### src/hdl/token_sequence_pattern_table_defines.svh
// ----------------------------------------------------------------------------
// Token sequence pattern table: assertion macros
// Shared concurrent assertion forms. Each one samples on clk and is disabled
// while rst is high.
// ----------------------------------------------------------------------------
`ifndef TOKEN_SEQUENCE_PATTERN_TABLE_DEFINES_SVH
`define TOKEN_SEQUENCE_PATTERN_TABLE_DEFINES_SVH

// The condition holds at every clock edge.
`define TSPT_ASSERT_ALWAYS(lbl, cond, msg) \
  lbl: assert property (@(posedge clk) disable iff (rst) (cond)) else $error(msg);

// The consequence holds in the same cycle as the antecedent.
`define TSPT_ASSERT_IMPLY(lbl, ante, cons, msg) \
  lbl: assert property (@(posedge clk) disable iff (rst) (ante) |-> (cons)) else $error(msg);

// The consequence holds in the cycle after the antecedent.
`define TSPT_ASSERT_NEXT(lbl, ante, cons, msg) \
  lbl: assert property (@(posedge clk) disable iff (rst) (ante) |=> (cons)) else $error(msg);

`endif

### src/hdl/tspt_pkg.sv
// ----------------------------------------------------------------------------
// Token sequence pattern table package
// Field widths, result status codes and the controller/datapath interface.
// ----------------------------------------------------------------------------
package tspt_pkg;

  localparam int TOKEN_W     = 32;
  localparam int LEN_W       = 4;
  localparam int TAG_W       = 32;
  localparam int HITS_W      = 32;
  localparam int INDEX_W     = 5;
  localparam int STATUS_W    = 3;
  localparam int TOKEN_PORTS = 8;

  localparam int DEF_TABLE_ENTRIES = 32;
  localparam int DEF_MAX_TOKENS    = 8;

  typedef enum logic [STATUS_W-1:0] {
    ST_LEARNED = 3'd0,
    ST_PRESENT = 3'd1,
    ST_FULL    = 3'd2,
    ST_BADLEN  = 3'd3,
    ST_MATCH   = 3'd4,
    ST_NOMATCH = 3'd5
  } status_t;

  // How the search of a transaction ended.
  typedef enum logic [1:0] {
    OUT_HIT,
    OUT_MISS,
    OUT_BADLEN
  } outcome_t;

  typedef struct packed {
    logic     load;
    logic     scan;
    logic     finish;
    outcome_t outcome;
  } ctrl_cmd_t;

  typedef struct packed {
    logic bad_len;
    logic hit;
    logic exhausted;
  } dp_status_t;

endpackage

### src/hdl/tspt_ctrl.sv
// ----------------------------------------------------------------------------
// Token sequence pattern table controller
// Sequences load, entry scan and finish for one transaction at a time.
// ----------------------------------------------------------------------------
`include "token_sequence_pattern_table_defines.svh"

module tspt_ctrl
  import tspt_pkg::*;
(
  input  logic       clk,
  input  logic       rst,
  input  logic       start,
  output logic       busy,
  output logic       done,
  output ctrl_cmd_t  cmd,
  input  dp_status_t stat
);

  typedef enum logic {
    S_IDLE,
    S_SCAN
  } state_t;

  state_t state;
  state_t state_next;

  always_comb begin
    state_next  = state;
    cmd.load    = 1'b0;
    cmd.scan    = 1'b0;
    cmd.finish  = 1'b0;
    cmd.outcome = OUT_MISS;
    unique case (state)
      S_IDLE: begin
        if (start) begin
          cmd.load   = 1'b1;
          state_next = S_SCAN;
        end
      end
      S_SCAN: begin
        if (stat.bad_len) begin
          cmd.finish  = 1'b1;
          cmd.outcome = OUT_BADLEN;
          state_next  = S_IDLE;
        end else if (stat.hit) begin
          cmd.finish  = 1'b1;
          cmd.outcome = OUT_HIT;
          state_next  = S_IDLE;
        end else if (stat.exhausted) begin
          cmd.finish  = 1'b1;
          cmd.outcome = OUT_MISS;
          state_next  = S_IDLE;
        end else begin
          cmd.scan = 1'b1;
        end
      end
      default: begin
        state_next = S_IDLE;
      end
    endcase
  end

  always_ff @(posedge clk) begin
    if (rst) begin
      state <= S_IDLE;
      busy  <= 1'b0;
      done  <= 1'b0;
    end else begin
      state <= state_next;
      busy  <= (state_next != S_IDLE);
      done  <= cmd.finish;
    end
  end

  `TSPT_ASSERT_IMPLY(a_done_after_busy, done, $past(busy), "result strobe without a transaction")
  `TSPT_ASSERT_NEXT(a_load_sets_busy, cmd.load, busy, "accepted transaction did not raise busy")

endmodule

### config.mk
export PLATFORM = sky130hd
export DESIGN_NAME = tspt_ctrl
export DESIGN_NICKNAME = d
export VERILOG_FILES = /design/src/hdl/tspt_pkg.sv /design/src/hdl/tspt_ctrl.sv
export VERILOG_INCLUDE_DIRS = /design/src /design/src/hdl
export SDC_FILE = /design/constraint.sdc
export NUM_CORES = 1
export LEC_CHECK = 0
export BUFFER_PORTS_ARGS = -buffer_cell sky130_fd_sc_hd__buf_2
export CAP_MARGIN = 20
export CORE_AREA = 3 3 40 42
export CTS_BUF_LIST = sky130_fd_sc_hd__clkbuf_8
export CTS_CLUSTER_SIZE = 8
export DETAILED_ROUTE_END_ITERATION = 6
export DIE_AREA = 0 0 43 45
export GPL_TIMING_DRIVEN = 0
export SYNTH_ARGS = -nofsm -noshare
export SYNTH_HDL_FRONTEND = slang
export SYNTH_SLANG_ARGS = --single-unit
### constraint.sdc
create_clock -name clk -period 1.6 [get_ports clk]
set_clock_uncertainty 0.2 [all_clocks]
set_input_delay 0.24 -clock clk [delete_from_list [all_inputs] [get_ports clk]]
set_output_delay 0.24 -clock clk [all_outputs]
set_load 0.02 [all_outputs]
# Word-level counts from Yosys, hierarchy flattened
# Index checks and enable logic that the tools add are counted.
[word_totals]
regBits = 2
in_bits = 6
[op_classes]
muxes = 10
bitwise = 1
[ops]
columns = ["operator", "n"]
rows = [
  ["3-bit 2-to-1 mux", 3],
  ["1-bit 2-to-1 mux", 5],
  ["4-bit 2-to-1 mux", 1],
  ["1-bit one-hot mux with 2 select lines", 1],
  ["1-bit inverter", 1],
]

# Depth between registers and ports, before layout
[depth]
ltp_word = 4
mapped_depth = 2
mapped_depth_nobuf = 2

# Worst setup path before layout
# OpenSTA, ideal clock, no wires.
[synth_timing]
path_type = "reg2out"
start = "register state"
end = "output cmd[3] (netlist name)"
arrival_time_ns = 1.103
setup_slack_ns = 0.057
stages_incl_launch_ff = 3
path_cell_list = "dfxtp_1 > or4b_1 > inv_1"
[synth_lines]
columns = ["item", "line", "rtl"]
rows = [
  ["start: declaration", "tspt_ctrl.sv:24", "state_t state;"],
  ["start signal: assignment", "tspt_ctrl.sv:69", "state <= state_next;"],
  ["end: declaration", "tspt_ctrl.sv:15", "output ctrl_cmd_t cmd,"],
]

==> results.md <==
* Critical Path AT at 1.19 ns
* Peak VDD IR at 0.000158 V
* Number of routed nets with antenna violations at 0
* Initial antenna violation count at 0
* Most frequent cells after synthesis: dfxtp_1, inv_1
* Mapped Area at 98.8 um^2
* CP required at 1.16 ns
* DR pass1 iterations at 1
* R2r setup slk at 0.24 ns
* Remaining routing DRC violations at 0
* CTS root buffer: clkbuf_8
* Vias in the first global route at 144
* Failing checks: setup timing
* Core Rows at 13
* Number of I/O pins at 13
* Total GRT Usage at 3.99%
* Max Clk Rate at 0.614 GHz
* CP endpoint kind: output pin
* Unrepaired setup endpoints after global routing: true
* Slowest-stage cell, CP: or4b_4
* CTS buffer count at 3
* Ys Warns at 0
* Vias per inst at 3.20
* PwrDens at 1150 mW/mm^2
* Final period util at 102%
* Sequential share of the synthesized area at 40.5%
* Leakage at 0.131 nW
* Slew HR at 84.1%
* Min-delay src: start
* Reg-to-reg critical path endpoint: state
* XOR/XNOR Fraction of Synth Area at 0%
* Post-route setup slack at -0.0288 ns
* Status: finished, violations left
* Adder-Cell Fraction of Synth Area at 0%
* Max incr delay on CP at 0.46 ns
* FF-to-FF Start: state
* # nets final at 37
* GP Congestion at 0.679
* Main synth FF type: dfxtp_1
* Yosys top cell area share at 40.5%
* Post-synth top area cell: dfxtp_1
* Number of port buffers at 12
* Drt total wl at 327 um
* Net count after synthesis at 18
* Clock-pin slew on the worst setup and hold paths at 0.03 ns
* Setup-failing EPs final at 1
* Critical path startpoint: state
* Initial drt markers at 0
* Number of synthesized register bits at 2
* Count of final max-slew check failures at 0
* Clock Tree Buf Depth at 2
* Cells after DPL at 39
* Hold/Removal Path Class: in2reg
* Critical Path Start Type: flop
* Simple-gate share of the synthesized area at 41.8%
* Wire per inst at 7.43 um
* Hold Crit Depth at 3
* # diodes at 0
* CTS tree: yes
* Cell family with most CP delay: simple AND/OR/NAND/NOR gates
* Post-synthesis average cell area at 8.24 um^2
* Largest family of logic cells by synthesized area: simple AND/OR/NAND/NOR gates
* Via count at 141
* Worst Tran Pin Value at 0.237 ns
* Largest net degree at the start of global routing at 8
* Initial core utilization at 7.69%
* Critical path type: reg2out
* Die Ht at 45 um
* CORE AREA at 0.00128 mm^2
* GRT overflow at 0
* Layout cells sized above 1 at 65.5%
* Buffers and inverters on the worst path at 2
* Area growth syn-to-layout at 153%
* Min cycle time layout at 1.63 ns
* Critical path, cell by cell: or4b_4 > inv_2 > buf_6
* Global-route wire length before repair at 510 um
* Unique masters post-synth at 10
* Non-Filler Instances at 44
* Multiplexer area fraction after synthesis at 0%
* Async SR Flop Fraction at 0%
* Htree depth at 1
* Top cells by area, synth: dfxtp_1, or4b_1, inv_1
* CTS Sinks at 2
* Worst r2r path cells at 3
* Die Span X at 43 um
* Dpl ws at 0.0392 ns
* Die ar. at 0.00194 mm^2
* Skew-Pair Late Insertion Delay at 0.20 ns
* Post-synth EDFFs at 0
* Max Cap Violations at 0
* Synth Area in Compound Gates at 10.1%
* Hold path endpoint: state
* Cells after Synth at 12
* Final Hold Viols at 0
* Max FO, Critical Path at 7
[stage by stage]
step / instance area [um^2] / util [%] / hold WS (ns) / setup TNS [ns] / power, mW
floorplan: 98.8 / - / 0.109 / 0 / 0.0744
global placement: 178 / 13.8 / 0.219 / 0 / 0.0907
detailed placement: 178 / 13.8 / 0.219 / 0 / 0.0912
CTS: 240 / 18.7 / 0.105 / -0.0517 / 0.295
global route: 250 / 19.5 / 0.156 / -0.0667 / 0.306
finish: 250 / 19.5 / 0.109 / -0.0288 / 0.287
[report_power, final]
part	total [mW]	internal, mW	switching (mW)
sequential	0.0544	0.0525	0.00197
combinational	0.0392	0.0176	0.0215
clock	0.193	0.159	0.0347
[flip-flops by register name, indices dropped and copies added, names as in the netlist]
| signal | flops |
|---|---|
| done | 1 |
| state | 1 |
[cell usage in the layout (no fill, tap or decap)]
cell type	count
nor3b_1	1
inv_2	1
dfxtp_1	1
nor3_1	1
dlygate4sd3_1	1
buf_4	1
nand2b_1	1
inv_1	1
clkbuf_8	3
dfxtp_4	1
a21oi_1	1
buf_2	11
nor2b_1	1
o21ai_0	1
or4b_4	1
and2_1	1
buf_6	1
[what timing repair did]
action                     in CTS  in global routing
hold endpoints to repair        1                  0
gates cloned                    0                  0
gates resized for setup         5                  1
buffers inserted                0                  1
setup endpoints to repair       1                  1
hold buffers                    1                  0
[layer usage]
| layer | part of all wire (%) | GRT usage (%) | up-vias |
|---|---|---|---|
| met1 | 34 | 2.88 | 55 |
| met4 | 0 | 7.23 | 0 |
| met2 | 48 | 5.99 | 10 |
| met5 | 0 | 0 | - |
| met3 | 18 | 1.59 | 0 |
| li1 | - | - | 76 |
[how the worst max path moves through the flow]
| stage | to | slack [ns] | cells past startpoint |
|---|---|---|---|
| 2_1_floorplan | cmd[3] | 0.06 | 2 |
| 3_3_place_gp | cmd[3] | 0.05 | 4 |
| 3_5_place_dp | cmd[3] | 0.04 | 4 |
| 4_1_cts | cmd[3] | -0.05 | 3 |
| 5_1_grt | cmd[3] | -0.07 | 3 |
| 6_report | cmd[3] | -0.03 | 3 |
[kinds of logic (layout without fill, tap and decap cells)]
family | Yosys count | in the layout
compound gates | 2 | 2
flops | 2 | 2
buf+inv | 2 | 19
simple gates | 6 | 6
[worst register-to-register path, cell delays in order (launching register included)]
cell and delay, ns:
dfxtp_4 0.35, or4b_4 0.47, buf_4 0.15, a21oi_1 0.12
[cell type report]
type / count / area, um^2
Fill cell: 149 / 1030
Timing Repair Buffer: 14 / 83.8
Multi-Input combinational cell: 8 / 55.1
Sequential cell: 2 / 43.8
Clock buffer: 3 / 41.3
Tap cell: 15 / 18.8
Inverter: 2 / 7.51
(Power assumes the default switching activity.)
